### config.mk
export PLATFORM = sky130hd
export DESIGN_NAME = blake256_hash_engine_top
export DESIGN_NICKNAME = d
export VERILOG_FILES = /design/src/rtl/b256_pkg.sv /design/src/rtl/blake256_hash_engine_top.sv
export SDC_FILE = /design/constraint.sdc
export NUM_CORES = 2
export LEC_CHECK = 0
export BUFFER_PORTS_ARGS = -buffer_cell sky130_fd_sc_hd__buf_2
export CORE_ASPECT_RATIO = 1.75
export CORE_MARGIN = 1
export CORE_UTILIZATION = 35
export DETAILED_ROUTE_END_ITERATION = 6
export SLEW_MARGIN = 20
export SYNTH_ARGS = -nofsm -noshare
export SYNTH_HDL_FRONTEND = slang
export SYNTH_SLANG_ARGS = --single-unit
export TNS_END_PERCENT = 10
### constraint.sdc
create_clock -name clock -period 18.91 [get_ports clock]
set_input_delay 0.9455 -clock clock [delete_from_list [all_inputs] [get_ports clock]]
set_output_delay 0.9455 -clock clock [all_outputs]
set_load 0.02 [all_outputs]
### src/rtl/b256_pkg.sv
`timescale 1ns / 1ps

package b256_pkg;

   typedef struct packed {
      logic [7:0] msg_byte;
      logic       byte_valid;
      logic       last;
   } req_type;

   typedef struct packed {
      logic [31:0] digest_word;
      logic        last_word;
   } rsp_type;

   typedef enum logic [1:0] {
      ST_IDLE,
      ST_ROUND,
      ST_OUTPUT
   } state_type;

   // What the message word reads see: raw block, padded last block,
   // first of two padding blocks, second block of zeros, end bit and length.
   typedef enum logic [1:0] {
      PAD_NONE,
      PAD_SINGLE,
      PAD_FIRST,
      PAD_SECOND
   } pad_type;

   localparam int ROUND_COUNT = 14;
   localparam int ROUND_W     = 4;
   localparam int SIGMA_ROWS  = 10;

   localparam logic [5:0]  FILL_LAST  = 6'd63;
   localparam logic [5:0]  MARK_POS   = 6'd55;
   localparam logic [5:0]  LEN_POS    = 6'd56;
   localparam logic [5:0]  PAD_LIMIT  = 6'd55;
   localparam logic [7:0]  PAD_START  = 8'h80;
   localparam logic [7:0]  PAD_END    = 8'h01;
   localparam logic [63:0] BLOCK_BITS = 64'd512;
   localparam logic [2:0]  OUT_LAST   = 3'd7;

   localparam logic [31:0] IV [8] = '{
      32'h6a09e667, 32'hbb67ae85, 32'h3c6ef372, 32'ha54ff53a,
      32'h510e527f, 32'h9b05688c, 32'h1f83d9ab, 32'h5be0cd19
   };

   localparam logic [31:0] PI_WORDS [16] = '{
      32'h243F6A88, 32'h85A308D3, 32'h13198A2E, 32'h03707344,
      32'hA4093822, 32'h299F31D0, 32'h082EFA98, 32'hEC4E6C89,
      32'h452821E6, 32'h38D01377, 32'hBE5466CF, 32'h34E90C6C,
      32'hC0AC29B7, 32'hC97C50DD, 32'h3F84D5B5, 32'hB5470917
   };

   localparam logic [3:0] SIGMA [10][16] = '{
      '{4'd0, 4'd1, 4'd2, 4'd3, 4'd4, 4'd5, 4'd6, 4'd7,
        4'd8, 4'd9, 4'd10, 4'd11, 4'd12, 4'd13, 4'd14, 4'd15},
      '{4'd14, 4'd10, 4'd4, 4'd8, 4'd9, 4'd15, 4'd13, 4'd6,
        4'd1, 4'd12, 4'd0, 4'd2, 4'd11, 4'd7, 4'd5, 4'd3},
      '{4'd11, 4'd8, 4'd12, 4'd0, 4'd5, 4'd2, 4'd15, 4'd13,
        4'd10, 4'd14, 4'd3, 4'd6, 4'd7, 4'd1, 4'd9, 4'd4},
      '{4'd7, 4'd9, 4'd3, 4'd1, 4'd13, 4'd12, 4'd11, 4'd14,
        4'd2, 4'd6, 4'd5, 4'd10, 4'd4, 4'd0, 4'd15, 4'd8},
      '{4'd9, 4'd0, 4'd5, 4'd7, 4'd2, 4'd4, 4'd10, 4'd15,
        4'd14, 4'd1, 4'd11, 4'd12, 4'd6, 4'd8, 4'd3, 4'd13},
      '{4'd2, 4'd12, 4'd6, 4'd10, 4'd0, 4'd11, 4'd8, 4'd3,
        4'd4, 4'd13, 4'd7, 4'd5, 4'd15, 4'd14, 4'd1, 4'd9},
      '{4'd12, 4'd5, 4'd1, 4'd15, 4'd14, 4'd13, 4'd4, 4'd10,
        4'd0, 4'd7, 4'd6, 4'd3, 4'd9, 4'd2, 4'd8, 4'd11},
      '{4'd13, 4'd11, 4'd7, 4'd14, 4'd12, 4'd1, 4'd3, 4'd9,
        4'd5, 4'd0, 4'd15, 4'd4, 4'd8, 4'd6, 4'd2, 4'd10},
      '{4'd6, 4'd15, 4'd14, 4'd9, 4'd11, 4'd3, 4'd0, 4'd8,
        4'd12, 4'd2, 4'd13, 4'd7, 4'd1, 4'd4, 4'd10, 4'd5},
      '{4'd10, 4'd2, 4'd8, 4'd4, 4'd7, 4'd6, 4'd1, 4'd5,
        4'd15, 4'd11, 4'd9, 4'd14, 4'd3, 4'd12, 4'd13, 4'd0}
   };

endpackage

### src/rtl/blake256_hash_engine_top.sv
`timescale 1ns / 1ps

// Channel   Ports                            Moves
// request   req_valid, req_stall, req_data   one message byte, byte flag, end flag
// result    rsp_valid, rsp_stall, rsp_data   one digest word, h0 first
//
// A byte that does not fill the block is stored while the engine stays idle.
// A full block runs one half G step per cycle, 16 per round, over 14 rounds.
// An ending request runs one or two padding blocks, then shows the eight words.
// req_stall is high while any block runs and while digest words are shown.
// rsp_stall holds the current word; reset is synchronous and restarts the message.

module blake256_hash_engine_top (
   input  logic              clock,
   input  logic              reset,
   input  logic              req_valid,
   output logic              req_stall,
   input  b256_pkg::req_type req_data,
   output logic              rsp_valid,
   input  logic              rsp_stall,
   output b256_pkg::rsp_type rsp_data
);
   import b256_pkg::*;

   state_type state_ff, state_in;
   pad_type   pad_ff, pad_in;
   logic      fin_ff, fin_in;
   logic [31:0] chain_ff [8];
   logic [31:0] chain_in [8];
   logic [63:0] counter_ff, counter_in;
   logic [5:0]  fill_ff, fill_in;
   logic [31:0] msg_ff [16];
   logic [31:0] msg_in [16];
   logic [31:0] v_ff [4][4];
   logic [31:0] v_in [4][4];
   logic [31:0] v_step [4][4];
   logic [ROUND_W-1:0] round_ff, round_in;
   logic [3:0]  sig_ff, sig_in;
   logic [2:0]  step_ff, step_in;
   logic        half_ff, half_in;
   logic [2:0]  out_idx_ff, out_idx_in;

   logic        start;
   logic        start_skip;
   logic [5:0]  fin_fill;
   logic        diag;
   logic [3:0]  msg_idx;
   logic [3:0]  pi_idx;
   logic [31:0] mword;
   logic [31:0] ga, gb, gc, gd;
   logic [31:0] a1, b1, c1, d1, dx, bx;
   logic        comp_end;

   function automatic logic [31:0] pad_word(input logic [31:0] raw,
                                            input logic [3:0]  widx,
                                            input pad_type     mode,
                                            input logic [5:0]  f,
                                            input logic [63:0] len);
      logic [5:0] p;
      logic [7:0] b;
      logic [2:0] q;
      logic [1:0] lane;
      pad_word = '0;
      for (int l = 0; l < 4; l++) begin
         lane = 2'(l);
         p    = {widx, lane};
         q    = p[2:0];
         b    = raw[{~lane, 3'b000} +: 8];
         unique case (mode)
            PAD_NONE: begin
            end
            PAD_SECOND: begin
               b = '0;
               if (p == MARK_POS) b = PAD_END;
               if (p >= LEN_POS) b = len[{~q, 3'b000} +: 8];
            end
            PAD_FIRST, PAD_SINGLE: begin
               if (p == f) b = PAD_START;
               else if (p > f) b = '0;
               if (mode == PAD_SINGLE) begin
                  if (p == MARK_POS) b = b | PAD_END;
                  if (p >= LEN_POS) b = len[{~q, 3'b000} +: 8];
               end
            end
         endcase
         pad_word[{~lane, 3'b000} +: 8] = b;
      end
   endfunction

   // Columns work on position 0 of every row, diagonals on position r of row r;
   // the rows rotate left after each full G step.
   assign diag    = step_ff[2];
   assign msg_idx = SIGMA[sig_ff][{step_ff, half_ff}];
   assign pi_idx  = SIGMA[sig_ff][{step_ff, ~half_ff}];
   assign mword   = pad_word(msg_ff[msg_idx], msg_idx, pad_ff, fill_ff, counter_ff);

   assign ga = v_ff[0][0];
   assign gb = diag ? v_ff[1][1] : v_ff[1][0];
   assign gc = diag ? v_ff[2][2] : v_ff[2][0];
   assign gd = diag ? v_ff[3][3] : v_ff[3][0];

   assign a1 = ga + gb + (mword ^ PI_WORDS[pi_idx]);
   assign dx = gd ^ a1;
   assign d1 = half_ff ? {dx[7:0], dx[31:8]} : {dx[15:0], dx[31:16]};
   assign c1 = gc + d1;
   assign bx = gb ^ c1;
   assign b1 = half_ff ? {bx[6:0], bx[31:7]} : {bx[11:0], bx[31:12]};

   assign comp_end = (round_ff == ROUND_W'(ROUND_COUNT - 1)) && (step_ff == 3'd7) && half_ff;

   always_comb begin
      v_step = v_ff;
      v_step[0][0] = a1;
      if (diag) begin
         v_step[1][1] = b1;
         v_step[2][2] = c1;
         v_step[3][3] = d1;
      end else begin
         v_step[1][0] = b1;
         v_step[2][0] = c1;
         v_step[3][0] = d1;
      end
      if (half_ff) begin
         for (int r = 0; r < 4; r++) begin
            for (int p = 0; p < 4; p++) begin
               v_step[r][p] = (p == 3) ? v_ff[r][0] : v_ff[r][p + 1];
            end
         end
         v_step[0][3] = a1;
         if (diag) begin
            v_step[1][0] = b1;
            v_step[2][1] = c1;
            v_step[3][2] = d1;
         end else begin
            v_step[1][3] = b1;
            v_step[2][3] = c1;
            v_step[3][3] = d1;
         end
      end
   end

   assign fin_fill = fill_ff + 6'(req_data.byte_valid);

   always_comb begin
      state_in   = state_ff;
      pad_in     = pad_ff;
      fin_in     = fin_ff;
      chain_in   = chain_ff;
      counter_in = counter_ff;
      fill_in    = fill_ff;
      msg_in     = msg_ff;
      v_in       = v_ff;
      round_in   = round_ff;
      sig_in     = sig_ff;
      step_in    = step_ff;
      half_in    = half_ff;
      out_idx_in = out_idx_ff;
      start      = 1'b0;
      start_skip = 1'b0;
      req_stall  = (state_ff != ST_IDLE);
      rsp_valid  = (state_ff == ST_OUTPUT);

      unique case (state_ff)
         ST_IDLE: begin
            if (req_valid) begin
               if (req_data.byte_valid) begin
                  msg_in[fill_ff[5:2]][{~fill_ff[1:0], 3'b000} +: 8] = req_data.msg_byte;
               end
               if (req_data.byte_valid && (fill_ff == FILL_LAST)) begin
                  counter_in = counter_ff + BLOCK_BITS;
                  fill_in    = '0;
                  pad_in     = PAD_NONE;
                  fin_in     = req_data.last;
                  start      = 1'b1;
               end else if (req_data.last) begin
                  fill_in    = fin_fill;
                  counter_in = counter_ff + 64'({fin_fill, 3'b000});
                  pad_in     = (fin_fill <= PAD_LIMIT) ? PAD_SINGLE : PAD_FIRST;
                  start_skip = (fin_fill == '0);
                  start      = 1'b1;
               end else begin
                  fill_in = fin_fill;
               end
            end
         end
         ST_ROUND: begin
            v_in    = v_step;
            half_in = ~half_ff;
            if (half_ff) begin
               step_in = step_ff + 3'd1;
               if (step_ff == 3'd7) begin
                  round_in = round_ff + ROUND_W'(1);
                  sig_in   = (sig_ff == 4'(SIGMA_ROWS - 1)) ? '0 : sig_ff + 4'd1;
               end
            end
            if (comp_end) begin
               for (int i = 0; i < 8; i++) begin
                  chain_in[i] = chain_ff[i] ^ v_step[i / 4][i % 4]
                              ^ v_step[2 + i / 4][i % 4];
               end
               priority if (pad_ff == PAD_NONE && fin_ff) begin
                  // message ended on a block boundary: pad-only block, no counter
                  fin_in     = 1'b0;
                  pad_in     = PAD_SINGLE;
                  start_skip = 1'b1;
                  start      = 1'b1;
               end else if (pad_ff == PAD_FIRST) begin
                  pad_in     = PAD_SECOND;
                  start_skip = 1'b1;
                  start      = 1'b1;
               end else if (pad_ff == PAD_SINGLE || pad_ff == PAD_SECOND) begin
                  state_in   = ST_OUTPUT;
                  out_idx_in = '0;
               end else begin
                  state_in = ST_IDLE;
               end
            end
         end
         ST_OUTPUT: begin
            if (!rsp_stall) begin
               out_idx_in = out_idx_ff + 3'd1;
               if (out_idx_ff == OUT_LAST) begin
                  // restart: new message
                  state_in   = ST_IDLE;
                  chain_in   = IV;
                  counter_in = '0;
                  fill_in    = '0;
                  pad_in     = PAD_NONE;
                  fin_in     = 1'b0;
               end
            end
         end
         default: begin
            state_in = ST_IDLE;
         end
      endcase

      if (start) begin
         for (int p = 0; p < 4; p++) begin
            v_in[0][p] = chain_in[p];
            v_in[1][p] = chain_in[4 + p];
            v_in[2][p] = PI_WORDS[p];
            v_in[3][p] = PI_WORDS[4 + p];
            if (!start_skip) begin
               v_in[3][p] = PI_WORDS[4 + p] ^ ((p < 2) ? counter_in[31:0] : counter_in[63:32]);
            end
         end
         round_in = '0;
         sig_in   = '0;
         step_in  = '0;
         half_in  = 1'b0;
         state_in = ST_ROUND;
      end
   end

   assign rsp_data.digest_word = chain_ff[out_idx_ff];
   assign rsp_data.last_word   = (out_idx_ff == OUT_LAST);

   always_ff @(posedge clock) begin
      if (reset) begin
         state_ff   <= ST_IDLE;
         pad_ff     <= PAD_NONE;
         fin_ff     <= 1'b0;
         chain_ff   <= IV;
         counter_ff <= '0;
         fill_ff    <= '0;
         round_ff   <= '0;
         sig_ff     <= '0;
         step_ff    <= '0;
         half_ff    <= 1'b0;
         out_idx_ff <= '0;
      end else begin
         state_ff   <= state_in;
         pad_ff     <= pad_in;
         fin_ff     <= fin_in;
         chain_ff   <= chain_in;
         counter_ff <= counter_in;
         fill_ff    <= fill_in;
         round_ff   <= round_in;
         sig_ff     <= sig_in;
         step_ff    <= step_in;
         half_ff    <= half_in;
         out_idx_ff <= out_idx_in;
      end
   end

   always_ff @(posedge clock) begin
      msg_ff <= msg_in;
      v_ff   <= v_in;
   end

endmodule
# [After elaboration in Yosys (flattened, before gate mapping)]
# Memories as Yosys holds them, arrays and structs flattened.
# Index checks and enable logic that the tools add are counted.
[word_totals] reg_bits=1370 rom_bits=1536 in_bits=14 out_inout_bits=35 elab_cells=300 n_memories=2
[classes] addsub=11 n_lt_le_gt_ge=17 n_eq_ne=32 n_shift=6 mux=119 bitwise=37 n_reduce_logical=25
[memory_table] name="(name not given)" depth=16 word_bits=64 rd=1 rd_ports_with_merged_regs=0 wr=0 line="blake256_hash_engine_top.sv:94" text="assign pi_idx = SIGMA[sig_ff][{step_ff, ~half_ff}];"
[memory_table] name="(name not given)" depth=16 word_bits=32 rd=1 rd_ports_with_merged_regs=0 wr=0 line="blake256_hash_engine_top.sv:102" text="assign a1 = ga + gb + (mword ^ PI_WORDS[pi_idx]);"
[op_table] operator="512-bit two-way mux" count=3
[op_table] operator="256-bit two-way mux" count=3
[op_table] operator="32-bit two-way mux" count=22
[op_table] operator="32-bit bitwise XOR" count=19
[op_table] operator="512-bit bitwise mux" count=1
[op_table] operator="256-bit one-hot mux with 2 select lines" count=1
[op_table] operator="64-bit two-way mux" count=7
[op_table] operator="64-bit by 7-bit indexed part select with 8-bit output" count=4
[op_table] operator="8-bit two-way mux" count=20
[op_table] operator="32-bit binary-select mux with 4-bit select" count=1
[op_table] operator="32-bit demux with 4-bit select" count=1
[op_table] operator="64-bit one-hot mux with 2 select lines" count=1
[op_table] operator="32-bit adder" count=3
[op_table] operator="32-bit binary-select mux with 3-bit select" count=1
[op_table] operator="64-bit by 10-bit adder with 64-bit output, second input constant" count=1
[op_table] operator="64-bit by 9-bit adder with 64-bit output" count=1
[op_table] operator="8-bit one-hot mux with 2 select lines" count=4
[op_table] operator="4-bit binary-select mux with 4-bit select" count=2
[op_table] operator="8-bit by 7-bit variable shift with 32-bit output, first input constant" count=1
[op_table] operator="8-bit by 7-bit indexed part select with 32-bit output" count=1
[op_table] operator="5-bit >= comparator, second input constant" count=6
[op_table] operator="4-bit inverter with 5-bit output" count=6
[op_table] operator="2-bit two-way mux" count=13
[op_table] operator="6-bit == test" count=4
[op_table] operator="other kinds (48)" count=121

# [Depth between registers and ports, before layout]
[logic_depth] ltp_word=31 depth_mapped=56 depth_no_buf=48

# [Least setup slack after synthesis]
# Ideal clock, no wire load.
[synth_timing] path_type="reg-to-reg" startpoint="register half_ff" endpoint="register v_ff, in the netlist ga[0], enable pin" setup_time_ns=0.902 arrival_ns=12.686 required_ns=18.008 slack_ns=5.322 path_stages_with_launch=12 path_buffers=5 period_less_slack_ns=13.588 cell_sequence="dfxtp_1 -> buf_4 -> buf_4 -> buf_4 -> clkbuf_1 -> and3_1 -> nand3_1 -> or2_2 -> o21ai_1 -> nor2_1 -> inv_1 -> clkbuf_1"
[synth_via] elab_chain_cells=4
[synth_lines] element="from (decl)" line="blake256_hash_engine_top.sv:40" text="logic half_ff, half_in;"
[synth_lines] element="from (signal assigned)" line="blake256_hash_engine_top.sv:282" text="half_ff <= half_in;"
[synth_lines] element="1-bit logical AND" line="blake256_hash_engine_top.sv:109" text="assign comp_end = (round_ff == ROUND_W'(ROUND_COUNT - 1)) && (step_ff == 3'd7) && half_ff;"
[synth_lines] element="1-bit two-way mux" line="blake256_hash_engine_top.sv:196" text="if (comp_end) begin"
[synth_lines] element="1-bit one-hot mux with 2 select lines" line="blake256_hash_engine_top.sv:163" text="unique case (state_ff)"
[synth_lines] element="2-bit nonzero test (no line)"
[synth_lines] element="to (signal assigned)" line="blake256_hash_engine_top.sv:289" text="v_ff <= v_in;"
[synth_lines] element="to (decl)" line="blake256_hash_engine_top.sv:34" text="logic [31:0] v_ff [4][4];"
# Every way passes these cells.
# A chain may end at the register's enable or synchronous reset.

==> metrics <==
Max FO, Critical Path=40; Clock Sinks=1370; grt ovf=0; slew margin rel.=0.134; drt drc=3; R2R Path Start=sig_ff[0]$_SDFFE_PP0P_; final net count=roughly 8700; Die Footprint=approximately 230000 sq um; via/cell ratio=between 6 and 7; WL per Instance=around 33 um; data arrival time of the critical path=~17 ns; Synth warnings=0; vias in the first global route=69900; synth-to-layout area growth=10.1%; commonest cells after routing, fill and taps aside=nand2_1 (1357), edfxtp_1 (896), nor2_1 (682); met3 global-route usage=0.0755; asr flop ratio synth=0; Clock Path Buffers=4; Slew Viols, Final=0; Final min period=15.99 ns; pin count of the biggest net entering global routing=147; layout cell share with drive strength beyond 1=0.0915; drt total wl=just under 400000 um; cts bufs inserted=~150; Crit path required time=19.58 ns; Worst path slowest cell=mux2i_1; Worst-path clk slew=~0.070 ns; first-pass GRT wire length=~540000 um; critical path startpoint category=register; Top FF cell, synth=edfxtp_1; Worst path max stage delay=about 0.90 ns; grt met1 use=0.323; via count=about 73000; # rows=around 230; Clock Skews=roughly 0.075 ns; failing checks=DRC; Net Count, Synth=8976; status=finished, violations left; hpwl dp=between 200000 and 300000 um; hold-fix buffers at CTS=0; CTS tree=yes; Fillers=about 23000; initial antenna violation count=43; R2R cell count=46; number of synthesized flops with an enable pin=between 800 and 900; # H-tree levels=4; #FFs+latches synth=around 1400; Cell variety after synth=95; CTS resizes=0; Initial DRC Count=approximately 8700; Max-Cap Viols=0; Worst R2R End=v_ff[413]$_DFFE_PP_; Worst-Margin Slew=1.29 ns; Final Hold Fails=0; Fmax=about 0.063 GHz; IO Pins=~50; clk_lat worst skew=0.85 ns; Core Box Area=~230000 sq um; Final setup viols=0; Post-CTS Repair Setup Buffers=0; unrepaired setup endpoints after global routing=false; Post-Synthesis Cells=roughly 8800; RePlAce Congestion=about 1.1; Seq/Total Area, Yosys=0.447; CP startpoint=sig_ff[0]$_SDFFE_PP0P_; Mapped Area=about 80000 sq um; GR peak layer=met2; Routed Antenna Nets=0; met2 usage=0.535; r2r setup slk=a little under 3 ns; Starting Density=0.352; Worst Setup Path Type=register to register; crit path capture=v_ff[413]$_DFFE_PP_; TNS Setup=0 ns; Die W=367 um; Syn Area/Cell=about 9.2 sq um; port bufs=between 40 and 50; final period utilization=0.846; Hold Crit Class=register to register; Tot GR Track Use=0.323; Die Y=640 um; First-pass DRT Iterations=7; CP endpoint kind=register; HP Start=v_ff[183]$_SDFFE_PP0P_; clk root buf=clkbuf_16; most common cell after layout, fill and taps aside=nand2_1
## kinds of logic (layout without fill, tap and decap cells)
group,count (synthesis),in the layout,synth area share
xor+xnor,539,539,0.0608
compound gates,2292,2292,0.177
flops,1370,1370,0.447
mux,556,556,0.0828
buf+inv,803,606,0.0384
simple gates,3100,3100,0.168
fa+ha+maj,151,151,0.0263
other cells,0,27,0
## registers in the layout, summed over array words and instances, names as in the netlist
register and cells:
msg_ff 512, v_ff 480, chain_ff 256, counter_ff 64
ga 32, fill_ff 6, round_ff 4, sig_ff 4
out_idx_ff 3, step_ff 3, pad_ff 2, state_ff 2
fin_ff 1, half_ff 1
## critical path: cells and delay by family, from the launching register on
kind / cells / cell delay, ns
xor gates and xnor gates: 4 / 1.41
adders and majority gates: 6 / 2.71
muxes: 1 / 0.90
buffers and inverters: 6 / 1.43
DFF: 1 / 0.31
and+or+nand+nor: 9 / 2.52
AOI/OAI and AO/OA: 20 / 6.51
## area by class of cell
cell class	instances	area (sq um)	share of cell area
clock buffer	202	4130	0.0460
antenna	27	67.6	0.000753
sequential	1370	36400	0.406
tap	3068	3840	0.0428
inverter	111	450	0.00502
clock inverter	54	504	0.00562
timing repair buffer	239	1900	0.0212
multi-input combinational	6638	42400	0.472
## stage by stage
stage / hold WS (ns) / instance area (sq um) / setup WS (ns) / std cells / util
global route: 0.504 / 89600 / 2.23 / 11700 / 0.387
floorplan: 0.434 / 81500 / 5.32 / 8811 / -
CTS: 0.475 / 89500 / 3.36 / 11700 / 0.386
detailed placement: 0.467 / 84800 / 3.44 / 11400 / 0.366
global placement: 0.444 / 84800 / 3.07 / 11400 / 0.366
finish: 0.481 / 89700 / 2.92 / 11700 / 0.387
## Yosys cell counts (48+ instances only)
library cell | instances | area [sq um]
a21o_1 | 87 | 653
ha_1 | 117 | 1460
xnor2_1 | 323 | 2830
o211ai_1 | 100 | 751
nor2b_1 | 93 | 582
and3_1 | 108 | 676
dfxtp_1 | 474 | 9490
edfxtp_1 | 896 | 26900
mux2_2 | 139 | 1570
and2_1 | 79 | 494
nor3_1 | 95 | 475
o31ai_1 | 62 | 465
a22oi_1 | 48 | 360
nand2b_1 | 103 | 644
a21oi_1 | 577 | 2890
a311oi_1 | 72 | 631
o21ai_0 | 685 | 3430
o22ai_1 | 110 | 688
mux2i_1 | 336 | 3360
buf_1 | 135 | 507
nor4_1 | 79 | 494
mux4_2 | 80 | 1800
xor2_1 | 198 | 1730
nand3_1 | 362 | 1810
inv_1 | 101 | 379
nor2_1 | 702 | 2640
a211oi_1 | 112 | 841
nand2_1 | 1363 | 5120
clkbuf_1 | 518 | 1940
a31oi_1 | 73 | 457
## per-layer routing
metal	wire (um)	part of all wire	vias to the layer above
li1	-	-	31400
met2	182000	0.47	4329
met5	164	0.00042	-
met3	32100	0.083	1543
met4	50300	0.13	26
met1	124000	0.32	36000
## worst min path at each step
stage	end	slack, ns	cells after the start
detailed placement	v_ff[220]$_SDFFE_PP0P_	0.47	2
global placement	v_ff[220]$_SDFFE_PP0P_	0.44	2
finish	v_ff[183]$_SDFFE_PP0P_	0.48	2
global route	v_ff[220]$_SDFFE_PP0P_	0.50	2
CTS	v_ff[220]$_SDFFE_PP0P_	0.48	2
floorplan	v_ff[189]$_SDFFE_PP0P_	0.43	2
Power is not shown: default switching activity piles up to over one toggle a cycle in this logic, so the estimate is an artifact.
